File: src/rtl/fpdf_pkg.sv
// ----------------------------------------------------------------------------
// fpdf_pkg: fixed-point decimal formatter shared definitions
// Widths, character codes, item classes and the structs passed between the
// front, converter and emitter.
// ----------------------------------------------------------------------------
package fpdf_pkg;

  localparam int AMOUNT_IN_W   = 64;
  localparam int PLACES_W      = 5;
  localparam int CHAR_W        = 8;

  localparam int AMOUNT_BITS   = 64;
  localparam int MAX_DECIMALS  = 19;

  localparam int NUM_DIGITS    = 20;
  localparam int DIGIT_W       = 4;
  localparam int DIGIT_IDX_W   = $clog2(NUM_DIGITS);

  // binary bits consumed by the converter per cycle
  localparam int BITS_PER_STEP = 4;
  localparam int CONV_STEPS    = (AMOUNT_BITS + BITS_PER_STEP - 1) / BITS_PER_STEP;
  localparam int CONV_W        = CONV_STEPS * BITS_PER_STEP;
  localparam int STEP_CNT_W    = (CONV_STEPS > 1) ? $clog2(CONV_STEPS) : 1;

  localparam int QUEUE_DEPTH   = 2;
  localparam int QUEUE_PTR_W   = $clog2(QUEUE_DEPTH);
  localparam int QUEUE_CNT_W   = $clog2(QUEUE_DEPTH + 1);

  localparam logic [CHAR_W-1:0] CHAR_ZERO = 8'h30;
  localparam logic [CHAR_W-1:0] CHAR_DOT  = 8'h2E;
  localparam logic [CHAR_W-1:0] CHAR_NUL  = 8'h00;

  typedef enum logic [1:0] {
    KIND_NUM,
    KIND_ZERO,
    KIND_ERR
  } kind_t;

  typedef logic [NUM_DIGITS-1:0][DIGIT_W-1:0] digits_t;

  typedef struct packed {
    logic [AMOUNT_BITS-1:0] amount;
    logic [PLACES_W-1:0]    places;
    kind_t                  kind;
  } job_t;

  typedef struct packed {
    digits_t             digits;
    logic [PLACES_W-1:0] places;
    kind_t               kind;
  } conv_res_t;

endpackage

File: src/rtl/fpdf_if.sv
// ----------------------------------------------------------------------------
// fpdf_in_if / fpdf_out_if: formatter channels
// Valid/ready channels for amounts in and characters out.
// ----------------------------------------------------------------------------
interface fpdf_in_if;
  logic                             valid;
  logic                             ready;
  logic [fpdf_pkg::AMOUNT_IN_W-1:0] amount;
  logic [fpdf_pkg::PLACES_W-1:0]    decimal_places;

  modport source (output valid, output amount, output decimal_places, input ready);
  modport sink   (input valid, input amount, input decimal_places, output ready);
endinterface

interface fpdf_out_if;
  logic                        valid;
  logic                        ready;
  logic [fpdf_pkg::CHAR_W-1:0] character;
  logic                        last;
  logic                        error;

  modport source (output valid, output character, output last, output error, input ready);
  modport sink   (input valid, input character, input last, input error, output ready);
endinterface

File: src/rtl/fpdf_front.sv
// ----------------------------------------------------------------------------
// fpdf_front: accept and classify
// Masks the amount, sorts each word into number, zero or error, and queues it
// for the converter.
// ----------------------------------------------------------------------------
module fpdf_front (
  input  logic            clk,
  input  logic            rst_n,
  fpdf_in_if.sink         in_ch,
  output logic            job_valid,
  output fpdf_pkg::job_t  job,
  input  logic            job_pop
);
  import fpdf_pkg::*;

  job_t                   mem_r [QUEUE_DEPTH];
  logic [QUEUE_PTR_W-1:0] wr_ptr_r, wr_ptr_nxt;
  logic [QUEUE_PTR_W-1:0] rd_ptr_r, rd_ptr_nxt;
  logic [QUEUE_CNT_W-1:0] cnt_r, cnt_nxt;
  logic                   push;
  logic                   pop;
  logic [AMOUNT_BITS-1:0] amt;
  job_t                   new_job;

  assign in_ch.ready = (cnt_r != QUEUE_CNT_W'(QUEUE_DEPTH));
  assign push        = in_ch.valid && in_ch.ready;
  assign job_valid   = (cnt_r != '0);
  assign pop         = job_pop && job_valid;
  assign job         = mem_r[rd_ptr_r];

  always_comb begin
    amt            = in_ch.amount[AMOUNT_BITS-1:0];
    new_job.amount = amt;
    new_job.places = in_ch.decimal_places;
    // zero wins over a bad place count
    if (amt == '0) begin
      new_job.kind = KIND_ZERO;
    end else if (in_ch.decimal_places > PLACES_W'(MAX_DECIMALS)) begin
      new_job.kind = KIND_ERR;
    end else begin
      new_job.kind = KIND_NUM;
    end
  end

  always_comb begin
    wr_ptr_nxt = push ? wr_ptr_r + 1'b1 : wr_ptr_r;
    rd_ptr_nxt = pop ? rd_ptr_r + 1'b1 : rd_ptr_r;
    cnt_nxt    = cnt_r;
    if (push && !pop) begin
      cnt_nxt = cnt_r + 1'b1;
    end else if (pop && !push) begin
      cnt_nxt = cnt_r - 1'b1;
    end
  end

  always_ff @(posedge clk) begin
    if (!rst_n) begin
      wr_ptr_r <= '0;
      rd_ptr_r <= '0;
      cnt_r    <= '0;
    end else begin
      wr_ptr_r <= wr_ptr_nxt;
      rd_ptr_r <= rd_ptr_nxt;
      cnt_r    <= cnt_nxt;
    end
  end

  always_ff @(posedge clk) begin
    if (push) begin
      mem_r[wr_ptr_r] <= new_job;
    end
  end

endmodule

File: src/rtl/fpdf_conv.sv
// ----------------------------------------------------------------------------
// fpdf_conv: binary to BCD converter
// Shift-and-add-3 conversion, several bits per cycle, holding the digits
// until the emitter takes them.
// ----------------------------------------------------------------------------
module fpdf_conv (
  input  logic                clk,
  input  logic                rst_n,
  input  logic                job_valid,
  input  fpdf_pkg::job_t      job,
  output logic                job_pop,
  output logic                res_valid,
  output fpdf_pkg::conv_res_t res,
  input  logic                res_take
);
  import fpdf_pkg::*;

  typedef enum logic [1:0] {
    S_IDLE,
    S_RUN,
    S_DONE
  } state_t;

  state_t                state_r;
  logic [CONV_W-1:0]     bin_r;
  digits_t               bcd_r;
  logic [PLACES_W-1:0]   places_r;
  kind_t                 kind_r;
  logic [STEP_CNT_W-1:0] cnt_r;
  logic [CONV_W-1:0]     bin_nxt;
  digits_t               bcd_nxt;

  assign job_pop   = (state_r == S_IDLE) && job_valid;
  assign res_valid = (state_r == S_DONE);
  assign res       = '{digits: bcd_r, places: places_r, kind: kind_r};

  // one dabble step per consumed bit
  always_comb begin
    bin_nxt = bin_r;
    bcd_nxt = bcd_r;
    for (int s = 0; s < BITS_PER_STEP; s++) begin
      for (int d = 0; d < NUM_DIGITS; d++) begin
        if (bcd_nxt[d] >= DIGIT_W'(5)) begin
          bcd_nxt[d] = bcd_nxt[d] + DIGIT_W'(3);
        end
      end
      {bcd_nxt, bin_nxt} = {bcd_nxt, bin_nxt} << 1;
    end
  end

  always_ff @(posedge clk) begin
    if (!rst_n) begin
      state_r <= S_IDLE;
    end else begin
      unique case (state_r)
        S_IDLE: begin
          if (job_valid) begin
            bin_r    <= CONV_W'(job.amount);
            bcd_r    <= '0;
            places_r <= job.places;
            kind_r   <= job.kind;
            cnt_r    <= STEP_CNT_W'(CONV_STEPS - 1);
            // zero and error words need no digits
            state_r  <= (job.kind == KIND_NUM) ? S_RUN : S_DONE;
          end
        end
        S_RUN: begin
          bin_r <= bin_nxt;
          bcd_r <= bcd_nxt;
          cnt_r <= cnt_r - 1'b1;
          if (cnt_r == '0) begin
            state_r <= S_DONE;
          end
        end
        S_DONE: begin
          if (res_take) begin
            state_r <= S_IDLE;
          end
        end
        default: state_r <= S_IDLE;
      endcase
    end
  end

endmodule

File: src/rtl/fpdf_emit.sv
// ----------------------------------------------------------------------------
// fpdf_emit: character sequencer
// Walks the digits of one amount: integer part, dot, trimmed fraction, or a
// single zero or NUL character for zero and error words; drives the registered output stage.
// ----------------------------------------------------------------------------
module fpdf_emit (
  input  logic                clk,
  input  logic                rst_n,
  input  logic                res_valid,
  input  fpdf_pkg::conv_res_t res,
  output logic                res_take,
  fpdf_out_if.source          out_ch
);
  import fpdf_pkg::*;

  typedef enum logic [2:0] {
    S_IDLE,
    S_SINGLE,
    S_INT,
    S_DOT,
    S_FRAC
  } state_t;

  state_t                 state_r;
  digits_t                dig_r;
  logic [PLACES_W-1:0]    places_r;
  kind_t                  kind_r;
  logic [DIGIT_IDX_W-1:0] idx_r;
  logic [DIGIT_IDX_W-1:0] lo_r;
  logic                   lo_found_r;
  logic                   out_valid_r;
  logic [CHAR_W-1:0]      out_char_r;
  logic                   out_last_r;
  logic                   out_err_r;

  logic                   out_free;
  logic                   emit;
  logic [DIGIT_IDX_W-1:0] hi;
  logic                   hi_found;
  logic [DIGIT_IDX_W-1:0] lo;
  logic                   lo_found;
  logic [CHAR_W-1:0]      dig_char;
  logic                   int_end;
  logic                   frac_end;

  assign out_free        = !out_valid_r || out_ch.ready;
  assign emit            = out_free && (state_r != S_IDLE);
  assign res_take        = (state_r == S_IDLE) && res_valid;
  assign out_ch.valid     = out_valid_r;
  assign out_ch.character = out_char_r;
  assign out_ch.last      = out_last_r;
  assign out_ch.error     = out_err_r;

  assign dig_char = CHAR_ZERO + CHAR_W'(dig_r[idx_r]);
  assign int_end  = (idx_r == DIGIT_IDX_W'(places_r));
  assign frac_end = (idx_r == lo_r);

  // top nonzero integer digit and lowest nonzero fraction digit
  always_comb begin
    hi       = DIGIT_IDX_W'(res.places);
    hi_found = 1'b0;
    lo       = '0;
    lo_found = 1'b0;
    for (int i = 0; i < NUM_DIGITS; i++) begin
      if ((res.digits[i] != '0) && (DIGIT_IDX_W'(i) >= DIGIT_IDX_W'(res.places))) begin
        hi       = DIGIT_IDX_W'(i);
        hi_found = 1'b1;
      end
    end
    for (int i = NUM_DIGITS - 1; i >= 0; i--) begin
      if ((res.digits[i] != '0) && (DIGIT_IDX_W'(i) < DIGIT_IDX_W'(res.places))) begin
        lo       = DIGIT_IDX_W'(i);
        lo_found = 1'b1;
      end
    end
  end

  always_ff @(posedge clk) begin
    if (!rst_n) begin
      state_r     <= S_IDLE;
      out_valid_r <= 1'b0;
    end else begin
      // drop the word once taken unless a new one replaces it
      if (out_ch.ready && !emit) begin
        out_valid_r <= 1'b0;
      end
      unique case (state_r)
        S_IDLE: begin
          if (res_valid) begin
            dig_r      <= res.digits;
            places_r   <= res.places;
            kind_r     <= res.kind;
            // with no integer digit, start at the zero digit at the places slot
            idx_r      <= hi_found ? hi : DIGIT_IDX_W'(res.places);
            lo_r       <= lo;
            lo_found_r <= lo_found;
            state_r    <= (res.kind == KIND_NUM) ? S_INT : S_SINGLE;
          end
        end
        S_SINGLE: begin
          if (out_free) begin
            out_valid_r <= 1'b1;
            out_char_r  <= (kind_r == KIND_ERR) ? CHAR_NUL : CHAR_ZERO;
            out_last_r  <= 1'b1;
            out_err_r   <= (kind_r == KIND_ERR);
            state_r     <= S_IDLE;
          end
        end
        S_INT: begin
          if (out_free) begin
            out_valid_r <= 1'b1;
            out_char_r  <= dig_char;
            out_last_r  <= int_end && !lo_found_r;
            out_err_r   <= 1'b0;
            if (int_end) begin
              state_r <= lo_found_r ? S_DOT : S_IDLE;
            end else begin
              idx_r <= idx_r - 1'b1;
            end
          end
        end
        S_DOT: begin
          if (out_free) begin
            out_valid_r <= 1'b1;
            out_char_r  <= CHAR_DOT;
            out_last_r  <= 1'b0;
            out_err_r   <= 1'b0;
            idx_r       <= DIGIT_IDX_W'(places_r) - 1'b1;
            state_r     <= S_FRAC;
          end
        end
        S_FRAC: begin
          if (out_free) begin
            out_valid_r <= 1'b1;
            out_char_r  <= dig_char;
            out_last_r  <= frac_end;
            out_err_r   <= 1'b0;
            if (frac_end) begin
              state_r <= S_IDLE;
            end else begin
              idx_r <= idx_r - 1'b1;
            end
          end
        end
        default: state_r <= S_IDLE;
      endcase
    end
  end

endmodule

File: src/rtl/fixed_point_decimal_formatter.sv
// ----------------------------------------------------------------------------
// fixed_point_decimal_formatter: amount to ASCII decimal text
// Front queue, BCD converter and character sequencer in a chain.
//
//   channel  dir  handshake    payload
//   in_ch    in   valid/ready  amount[63:0], decimal_places[4:0]
//   out_ch   out  valid/ready  character[7:0], last, error
//
// Conversion runs in the shift-and-add-3 unit; the sequencer then loads the
// result and emits the characters (up to 21). Converter and sequencer
// overlap, so the converter can work on the next amount while the sequencer
// is still emitting.
// Zero amounts and bad place counts skip the conversion steps.
// Reset is synchronous and clears only control state.
// A stalled output holds its word; the two-entry queue keeps taking input until it is full.
// ----------------------------------------------------------------------------
module fixed_point_decimal_formatter (
  input  logic       clk,
  input  logic       rst_n,
  fpdf_in_if.sink    in_ch,
  fpdf_out_if.source out_ch
);
  import fpdf_pkg::*;

  logic      job_valid;
  job_t      job;
  logic      job_pop;
  logic      res_valid;
  conv_res_t res;
  logic      res_take;

  fpdf_front u_front (
    .clk       (clk),
    .rst_n     (rst_n),
    .in_ch     (in_ch),
    .job_valid (job_valid),
    .job       (job),
    .job_pop   (job_pop)
  );

  fpdf_conv u_conv (
    .clk       (clk),
    .rst_n     (rst_n),
    .job_valid (job_valid),
    .job       (job),
    .job_pop   (job_pop),
    .res_valid (res_valid),
    .res       (res),
    .res_take  (res_take)
  );

  fpdf_emit u_emit (
    .clk       (clk),
    .rst_n     (rst_n),
    .res_valid (res_valid),
    .res       (res),
    .res_take  (res_take),
    .out_ch    (out_ch)
  );

endmodule
File: src/flat_wrapper.sv
// flat-port wrapper written by rule: the top's interface ports become plain ports
module fixed_point_decimal_formatter_flat import fpdf_pkg::*;
  (clk, rst_n, in_ch_valid, in_ch_amount, in_ch_decimal_places, in_ch_ready, out_ch_valid, out_ch_character, out_ch_last, out_ch_error, out_ch_ready);
  fpdf_in_if in_ch_i ();
  fpdf_out_if out_ch_i ();
  input  logic clk;
  input  logic rst_n;
  input wire logic [$bits(in_ch_i.valid)-1:0] in_ch_valid;
  input wire logic [$bits(in_ch_i.amount)-1:0] in_ch_amount;
  input wire logic [$bits(in_ch_i.decimal_places)-1:0] in_ch_decimal_places;
  output wire logic [$bits(in_ch_i.ready)-1:0] in_ch_ready;
  output wire logic [$bits(out_ch_i.valid)-1:0] out_ch_valid;
  output wire logic [$bits(out_ch_i.character)-1:0] out_ch_character;
  output wire logic [$bits(out_ch_i.last)-1:0] out_ch_last;
  output wire logic [$bits(out_ch_i.error)-1:0] out_ch_error;
  input wire logic [$bits(out_ch_i.ready)-1:0] out_ch_ready;
  assign in_ch_i.valid = in_ch_valid;
  assign in_ch_i.amount = in_ch_amount;
  assign in_ch_i.decimal_places = in_ch_decimal_places;
  assign in_ch_ready = in_ch_i.ready;
  assign out_ch_valid = out_ch_i.valid;
  assign out_ch_character = out_ch_i.character;
  assign out_ch_last = out_ch_i.last;
  assign out_ch_error = out_ch_i.error;
  assign out_ch_i.ready = out_ch_ready;
  fixed_point_decimal_formatter u_core (.clk(clk), .rst_n(rst_n), .in_ch(in_ch_i), .out_ch(out_ch_i));
endmodule
File: config.mk
export PLATFORM = sky130hd
export DESIGN_NAME = fixed_point_decimal_formatter_flat
export DESIGN_NICKNAME = d
export VERILOG_FILES = /design/src/rtl/fpdf_pkg.sv /design/src/rtl/fpdf_if.sv /design/src/rtl/fpdf_front.sv /design/src/rtl/fpdf_conv.sv /design/src/rtl/fpdf_emit.sv /design/src/rtl/fixed_point_decimal_formatter.sv /design/src/flat_wrapper.sv
export SDC_FILE = /design/constraint.sdc
export NUM_CORES = 1
export LEC_CHECK = 0
export ABC_AREA = 1
export BUFFER_PORTS_ARGS = -buffer_cell sky130_fd_sc_hd__buf_2
export CAP_MARGIN = 30
export CORE_MARGIN = 2
export CORE_UTILIZATION = 23
export DETAILED_ROUTE_END_ITERATION = 8
export PLACE_DENSITY_LB_ADDON = 0.15
export SYNTH_ARGS = -nofsm -noshare
export SYNTH_HDL_FRONTEND = slang
export SYNTH_SLANG_ARGS = --single-unit
export TNS_END_PERCENT = 10
File: constraint.sdc
create_clock -name clk -period 13.6 [get_ports clk]
set_input_delay 2.04 -clock clk [delete_from_list [all_inputs] [get_ports clk]]
set_output_delay 2.04 -clock clk [all_outputs]
set_load 0.005 [all_outputs]
==> flow_summary_export.csv, run 1 <==
group,metric,value,unit
yosys,avgSynthCellArea,8.583,µm²
finish,seq_area,12320,µm²
setup_path,endpoint_kind,"flop",
placed_design,dp_hpwl,45910,µm
yosys,synth_area,25350,µm²
yosys,syn_inst,2954,
drt,viasPerCell,4.151,
sta,max_freq,234.4,MHz
clock_network,cts_hold_buf,0,
clock_network,numCtsBuffers,51,
sta,relSlewSlack,34.12,%
grt,grt_max_degree,149,
yosys,synth_edf_count,403,
sta,fin_setup_tns,0,ns
finish,area_delta_synth_final,15.10,%
clock_network,cts_root_buf,"clkbuf_16",
yosys,synth.area.top_cells,"edfxtp_1, nand2_1, ha_1, inv_1, nor2_1",
drt,num_vias,18950,
setup_path,crit_type,"flop to flop",
yosys,ys_seq_area_share,48.60,%
yosys,yosysMostFrequentCell,"nand2_1",
placed_design,routabilityCongestion,0.7808,
clock_network,clockBufferDepth,3,
setup_path,slowest_delay,0.44,ns
grt,grt_use_total,11.44,%
drt,drcViolationCount,0,
clock_network,clock_sink_count,414,
clock_network,clk_pin_slew,0.07,ns
die,die_h,336.0,µm
setup_path,critPathSlowestCell,"edfxtp_1",
yosys,synth_top_cell_area_share,47.73,%
die,core,109200,µm²
grt,grt_overflow,0,
die,fp.dieArea,112900,µm²
sta,setup_violations,0,
run,drv_cap,0,
clock_network,cts_setup_buffers,0,
yosys,yosys.cell_types.count,57,
setup_path,cp.required,14.05,ns
die,pin_count,85,
yosys,yosys_warnings,0,
sta,fin_crit_sh,31.36,%
yosys,synth_flop_cell,"edfxtp_1",
yosys,synth-async-reset-ratio,0,%
drt,wl_per_cell,14.13,µm
die,rows,121,
sta,rsz0062_at_grt,"false",
setup_path,cp_data_arrival_time,4.71,ns
yosys,synth_common_cells,"nand2_1, inv_1, edfxtp_1",
setup_path,startpoint_type,"flop",
drt,dr.pass1.iters,5,
clock_network,postCtsResizedCells,0,
die,dieWidth,336.0,µm
sta,finalHoldViolations,0,
worst_hold_path,hp-class,"flop to flop",
sta,fin_skew,0.01712,ns
yosys,synth_area_leader_cell,"edfxtp_1",
yosys,synth_seq_cells,414,
run_status,status,"finished clean",
die,initial_utilization,23.23,%
finish,fillers,11710,
clock_network,htreeDepth,2,
clock_network,cts_tree,"done",
setup_path,path_common_cell,"inv_1",
setup_path,cp_max_fo,5,
sta,min_period,4.266,ns
drt,wl,64510,µm
drt,ant_nets,0,
finish,nNetsFinal,3293,
sta,worst_slew_pin_slew,0.9791,ns
grt,antenna_found_initial,5,
finish,antennaDiodeCount,0,
clock_network,worst_skew_pair.late_latency,0.59,ns
grt,grt_pass1_wl,102800,µm
placed_design,port_buffers,82,
setup_path,crit_chain,"inv_1 -> ha_1 -> inv_1 -> o21ai_1 -> nand2_1 -> xor2_1 -> ha_1 -> inv_1 -> o21ai_1 -> nand3b_1 -> nand2_1 -> inv_1 -> ha_1 -> inv_1 -> o21ai_1 -> nand2_1 -> xor2_1 -> ha_1 -> inv_1 -> or2_2 -> nand3_1 -> nand2_1 -> or2_1 -> a21oi_1",
sta,report.final.slew_viol_count,0,
finish,drive_above_1_share,9.388,%
drt,drtIter0Drc,847,
grt,first_global_vias,18950,
finish,multi_input_comb_area,11060,µm²
kinds of logic (layout without fill, tap and decap cells):
| family | count (synthesis) | count (layout) | share of synthesized area, % |
|---|---|---|---|
| AOI/OAI and AO/OA | 572 | 572 | 12.74 |
| xor gates and xnor gates | 70 | 70 | 2.685 |
| adders and majority gates | 168 | 168 | 8.291 |
| buffers and inverters | 531 | 665 | 7.915 |
| DFF | 414 | 414 | 48.60 |
| muxes | 1 | 1 | 0.03948 |
| other | 1 | 2 | 0.01479 |
| and+or+nand+nor | 1197 | 1197 | 19.72 |
stage by stage:
stage / setup slack, ns / hold slack (ns) / cells / util, % / cell area [µm²]
3_5_place_dp: 8.948 / 0.4421 / 4475 / 25.28 / 27600
6_report: 9.334 / 0.4566 / 4565 / 26.74 / 29180
5_1_grt: 8.740 / 0.4743 / 4565 / 26.74 / 29180
2_1_floorplan: 0.4536 / 0.4206 / 2955 / - / 25360
4_1_cts: 9.319 / 0.4577 / 4565 / 26.74 / 29180
3_3_place_gp: 8.957 / 0.4343 / 4473 / 25.25 / 27560
layer usage:
layer | vias to the layer above | GRT usage, % | share of wire (%)
met5 | - | 0 | 0.082
met2 | 210 | 20.21 | 48
met1 | 8665 | 14.36 | 47
met4 | 10 | 3.196 | 2.4
li1 | 9959 | - | -
met3 | 106 | 1.782 | 3.1
final timing paths:
check,endpoint,from,slack (ns),depth (start not counted)
hold reg to reg,u_core.u_emit.kind_r[1],u_core.u_conv.kind_r[1],0.46,0
hold / removal,u_core.u_emit.kind_r[1],u_core.u_conv.kind_r[1],0.46,0
setup reg to reg,u_core.u_conv.res[45],u_core.u_conv.res[40],9.33,24
setup / recovery,u_core.u_conv.res[45],u_core.u_conv.res[40],9.33,24
sequential cells by signal, indices dropped and copies added, names as in the netlist, named ones only:
| register | flops |
|---|---|
| u_core.u_emit.out_ch.valid | 1 |
| u_core.u_front.rd_ptr_r | 1 |
| u_core.u_emit.lo_found_r | 1 |
| u_core.u_emit.places_r | 5 |
| u_core.u_emit.out_ch.error | 1 |
| u_core.u_emit.kind_r | 2 |
| u_core.u_conv.bin_r | 64 |
| u_core.u_front.mem_r | 142 |
| u_core.u_emit.out_ch.character | 6 |
| u_core.u_front.cnt_r | 2 |
| u_core.u_conv.state_r | 2 |
| u_core.u_conv.cnt_r | 4 |
| u_core.u_conv.res | 80 |
| u_core.u_front.wr_ptr_r | 1 |
| u_core.u_emit.lo_r | 5 |
| u_core.u_emit.state_r | 3 |
| u_core.u_conv.places_r | 5 |
| u_core.u_conv.kind_r | 2 |
| u_core.u_emit.idx_r | 5 |
| u_core.u_emit.dig_r | 80 |
| u_core.u_emit.out_ch.last | 1 |
layout make-up:
type,count,area share [%]
Sequential cell,414,42.23
Inverter,474,6.105
Multi-Input combinational cell,2010,37.91
Timing Repair Buffer,101,1.998
Tap cell,1476,6.328
Clock inverter,33,0.9861
Clock buffer,57,4.450
worst max-delay path, delay by kind of cell (launching register included):
kind                     cells  cell delay (ns)
AND/OR/NAND/NOR              8             1.18
adder cells (fa/ha/maj)      4             0.82
XOR/XNOR                     2             0.63
AO/OA/AOI/OAI                4             0.59
buffers and inverters        6             0.47
flip-flops                   1             0.44
cells in the final DEF, fill, tap and decap left out, types with 19 or more instances in the layout:
cell type,synthesis,routed
buf_2,5,83
o21ai_0,147,147
xor2_1,56,56
nor2_1,355,352
o21ai_1,40,40
ha_1,168,168
o21ai_2,50,50
nand2_1,616,616
a21oi_1,265,265
inv_1,459,459
nor4_1,19,19
clkbuf_16,0,51
edfxtp_1,403,403
nand3_1,95,95
Power of run 1 is not shown: default switching activity piles up to over one toggle a cycle in this logic, so the estimate is an artifact.
==> run 2, diff against run 1 <==
clock period = 3.85 ns   (was 13.6 ns; I/O delays follow)
==> flow_summary_export.csv, run 2 (same netlist as run 1, synthesis figures left out) <==
group,metric,value,unit
clock_network,clk_pin_slew,0.06,ns
worst_hold_path,min-delay-start,"in_ch_decimal_places[1]",
placed_design,routabilityCongestion,0.7690,
clock_network,worst_skew_pair.late_latency,0.62,ns
sta,fin_crit_sh,98.47,%
drt,ant_nets,0,
finish,mostFrequentLayoutCell,"nand2_1",
die,fp.dieArea,112900,µm²
sta,layout_setup_ws,0.05900,ns
sta,rsz0062_at_grt,"true",
setup_path,r2r-start,"u_core.u_conv.res[35]",
finish,multi_input_comb_area,12270,µm²
placed_design,port_buffers,82,
worst_hold_path,hold_depth,1,
setup_path,r2r_end,"u_core.u_conv.res[39]",
clock_network,htreeDepth,2,
drt,viasPerCell,4.117,
sta,max_freq,263.8,MHz
die,initial_utilization,23.23,%
setup_path,cp.required,4.23,ns
placed_design,dp.cells,4758,
run_status,status,"finished clean",
grt,first_global_vias,19570,
grt,grt_use_total,11.80,%
drt,drcViolationCount,0,
sta,relSlewSlack,40.46,%
clock_network,cts_root_buf,"clkbuf_16",
setup_path,startpoint_type,"flop",
setup_path,endpoint_kind,"flop",
finish,fin_cells,4932,
die,rows,121,
run,drv_cap,0,
grt,antenna_found_initial,5,
placed_design,dp_slack,-0.1598,ns
placed_design,dp_hpwl,47910,µm
worst_hold_path,whs_endpoint,"u_core.u_front.mem_r[0][3]",
sta,worst_slew_pin_slew,0.8902,ns
clock_network,clock_sink_count,414,
drt,dr.pass1.iters,6,
sta,whs,0.1606,ns
drt,wl,67830,µm
finish,largest_reg_flops,142,
worst_hold_path,hp-class,"primary input to flop",
setup_path,rr_worst_depth,26,
finish,nNetsFinal,3653,
grt,grt_pass1_wl,106500,µm
drt,wl_per_cell,13.75,µm
die,core,109200,µm²
finish,area_delta_synth_final,31.74,%
grt,grt_max_degree,105,
clock_network,clockBufferDepth,3,
finish,fillers,11580,
clock_network,numCtsBuffers,52,
finish,largest_register,"u_core.u_front.mem_r",
setup_path,reg2reg_slack,0.06,ns
finish,antennaDiodeCount,0,
finish,layout_common_cells,"nand2_1, edfxtp_1, inv_1",
die,die_h,336.0,µm
finish,seq_area,12320,µm²
sta,fin_skew,0.04306,ns
die,pin_count,85,
setup_path,cp_data_arrival_time,4.17,ns
clock_network,cts_tree,"done",
die,dieWidth,336.0,µm
finish,drive_above_1_share,27.52,%
sta,min_period,3.791,ns
sta,report.final.slew_viol_count,0,
grt,grt_overflow,0,
setup_path,cp_max_fo,4,
sta,setup_violations,0,
drt,drtIter0Drc,884,
sta,finalHoldViolations,0,
drt,num_vias,20300,
setup_path,crit_type,"flop to flop",
## run 2: final cells by class
type / instances / area share (%)
flip-flops and latches: 414 / 36.90
multi-input cells: 2010 / 36.75
repair buffers: 460 / 10.08
well taps: 1476 / 5.529
inverters: 474 / 5.413
clock buffers: 66 / 4.207
clock inverters: 32 / 1.120
## run 2: how the worst max path moves through the flow
stage	start	to	slack, ns	cells after the start
2_1_floorplan	rst_n	u_core.u_conv.bin_r[0]	-0.69	2
3_3_place_gp	u_core.u_conv.res[27]	u_core.u_conv.res[31]	-0.16	25
3_5_place_dp	u_core.u_conv.res[27]	u_core.u_conv.res[31]	-0.16	26
4_1_cts	u_core.u_conv.res[35]	u_core.u_conv.res[37]	-0.02	27
5_1_grt	u_core.u_conv.res[71]	u_core.u_conv.res[81]	-0.27	29
6_report	u_core.u_conv.res[35]	u_core.u_conv.res[39]	0.06	26
## run 2: per-layer routing
| layer | vias up | track usage [%] | routed length, µm |
|---|---|---|---|
| met3 | 86 | 1.661 | 2091 |
| met4 | 10 | 2.462 | 1178 |
| met2 | 205 | 20.48 | 32330 |
| met5 | - | 0 | 58 |
| li1 | 10670 | - | - |
| met1 | 9329 | 15.56 | 32180 |
## run 2: repair_timing
action	in CTS	in global routing
pin swaps	21	153
hold buffers	0	0
setup buffers	8	68
endpoints found under the setup margin	40	77
resized for setup	60	288
## run 2: worst max-delay path, stage by stage, from the launching register on
cell	delay, ns
edfxtp_1	0.48
inv_2	0.11
ha_4	0.13
inv_2	0.04
o21ai_2	0.16
nand2_2	0.10
xor2_2	0.19
inv_2	0.09
ha_4	0.14
inv_2	0.04
o21ai_2	0.15
nand2_2	0.09
xor2_2	0.21
ha_2	0.22
inv_2	0.04
nor2_1	0.09
nor2_1	0.06
inv_1	0.09
nand2_2	0.10
xor2_4	0.23
ha_2	0.21
inv_2	0.03
o211ai_1	0.17
nand2_1	0.14
buf_4	0.15
nand3_1	0.07
nor2_1	0.06
## run 2: through the flow
stage	utilization, %	cell area (µm²)	setup TNS [ns]
CTS	29.25	31920	-0.01863
detailed placement	27.34	29840	-1.836
finish	30.60	33400	0
global route	30.60	33400	-8.569
floorplan	-	25410	-143.47
global placement	27.34	29840	-1.322
Power of run 2 is left out for the same reason.
==> run 3, diff against run 2 <==
SETUP_SLACK_MARGIN = 0.4   (was not set)
==> flow_summary_export.csv, run 3 (same netlist as run 1, synthesis figures left out) <==
group,metric,value,unit
setup_path,path_common_cell,"nand2_2",
clock_network,numCtsBuffers,52,
grt,grt_overflow,0,
setup_path,slowest_delay,0.41,ns
sta,relSlewSlack,39.95,%
clock_network,cts_hold_buf,0,
drt,wl,68750,µm
setup_path,crit_type,"flop to flop",
grt,antenna_found_initial,5,
finish,mostFrequentLayoutCell,"nand2_1",
drt,viasPerCell,4.124,
placed_design,dp_slack,-0.1598,ns
clock_network,cts_tree,"done",
setup_path,r2r-start,"u_core.u_conv.res[48]",
grt,grt_use_total,11.92,%
die,core,109200,µm²
die,fp.dieArea,112900,µm²
run,drv_cap,0,
grt,grt_max_degree,105,
die,die_h,336.0,µm
drt,ant_nets,0,
setup_path,endpoint_kind,"flop",
drt,dr.pass1.iters,6,
placed_design,routabilityCongestion,0.7690,
finish,fillers,11540,
clock_network,clk_pin_slew,0.06,ns
finish,antennaDiodeCount,0,
drt,drcViolationCount,0,
clock_network,worst_skew_pair.late_latency,0.62,ns
sta,fin_skew,0.04308,ns
clock_network,cts_root_buf,"clkbuf_16",
setup_path,critPathSlowestCell,"edfxtp_1",
finish,layout_common_cells,"nand2_1, buf_4, edfxtp_1",
clock_network,clockBufferDepth,3,
setup_path,rr_worst_depth,28,
worst_hold_path,hp-class,"primary input to flop",
clock_network,htreeDepth,2,
sta,rsz0062_at_grt,"true",
sta,setup_violations,0,
sta,min_period,3.772,ns
die,pin_count,85,
sta,worst_slew_pin_slew,0.8938,ns
setup_path,startpoint_type,"flop",
die,rows,121,
finish,largest_register,"u_core.u_front.mem_r",
clock_network,clock_sink_count,414,
sta,fin_crit_sh,97.98,%
setup_path,cp_max_fo,4,
sta,report.final.slew_viol_count,0,
worst_hold_path,min-delay-start,"in_ch_decimal_places[1]",
die,initial_utilization,23.23,%
run_status,status,"finished clean",
drt,num_vias,20510,
sta,finalHoldViolations,0,
setup_path,cp.required,4.23,ns
drt,wl_per_cell,13.83,µm
drt,drtIter0Drc,917,
worst_hold_path,hold_depth,1,
grt,grt_pass1_wl,107600,µm
finish,nNetsFinal,3694,
sta,layout_setup_ws,0.07763,ns
placed_design,port_buffers,82,
finish,largest_reg_flops,142,
placed_design,dp_hpwl,47910,µm
setup_path,reg2reg_slack,0.08,ns
setup_path,r2r_end,"u_core.u_conv.res[57]",
finish,area_delta_synth_final,34.61,%
grt,first_global_vias,19880,
finish,drive_above_1_share,30.14,%
die,dieWidth,336.0,µm
setup_path,cp_data_arrival_time,4.15,ns
worst_hold_path,whs_endpoint,"u_core.u_front.mem_r[0][3]",
sta,max_freq,265.1,MHz
==> run 3: area by class of cell <==
class | instances | area [µm²] | share of cell area (%)
sequential | 414 | 12320 | 36.11
inverter | 474 | 1810 | 5.305
multi-input combinational | 2010 | 12680 | 37.15
tap | 1476 | 1847 | 5.411
clock buffer | 66 | 1405 | 4.117
clock inverter | 32 | 374.1 | 1.096
timing repair buffer | 501 | 3691 | 10.81
==> run 3: how the worst max path moves through the flow <==
stage | from | slack [ns] | endpoint | cells past startpoint
floorplan | rst_n | -0.69 | u_core.u_conv.bin_r[0] | 2
global placement | u_core.u_conv.res[27] | -0.16 | u_core.u_conv.res[31] | 25
detailed placement | u_core.u_conv.res[27] | -0.16 | u_core.u_conv.res[31] | 26
CTS | u_core.u_conv.res[55] | 0.05 | u_core.u_conv.res[60] | 26
global route | u_core.u_conv.res[35] | -0.23 | u_core.u_conv.res[37] | 27
finish | u_core.u_conv.res[48] | 0.08 | u_core.u_conv.res[57] | 28
==> run 3: worst max-delay path: cells and delay by family (launching register included) <==
kind            cells  cell delay, ns
compound gates      2            0.23
fa+ha+maj           4            0.72
buf+inv             7            0.46
xor+xnor            2            0.41
simple gates       13            1.26
flops               1            0.41
==> run 3: metrics by stage <==
stage                     area, µm²  hold WS (ns)  std cells  util [%]  setup TNS (ns)
final                         34130        0.1600       4973     31.27               0
after global routing          34130        0.1197       4973     31.27          -6.113
after CTS                     32630        0.1084       4910     29.89               0
after detailed placement      29840        0.4414       4758     27.34          -1.836
after global placement        29840        0.4378       4758     27.34          -1.322
after floorplan               25410        0.4206       2955         -         -143.47
==> run 3: per-layer routing <==
| metal | global-route usage, % | wire [µm] | share of wire [%] |
|---|---|---|---|
| met3 | 1.661 | 1987 | 2.9 |
| met5 | 0 | 58 | 0.084 |
| met1 | 15.61 | 32520 | 47 |
| met4 | 2.462 | 1197 | 1.7 |
| met2 | 20.84 | 32990 | 48 |
==> run 3: timing repair <==
action | 4_1_cts | 5_1_grt
pin swaps | 81 | 152
endpoints found under the setup margin | 79 | 79
resized for setup | 170 | 277
cloned | 0 | 0
setup buffers | 54 | 63
Power of run 3 is left out for the same reason.
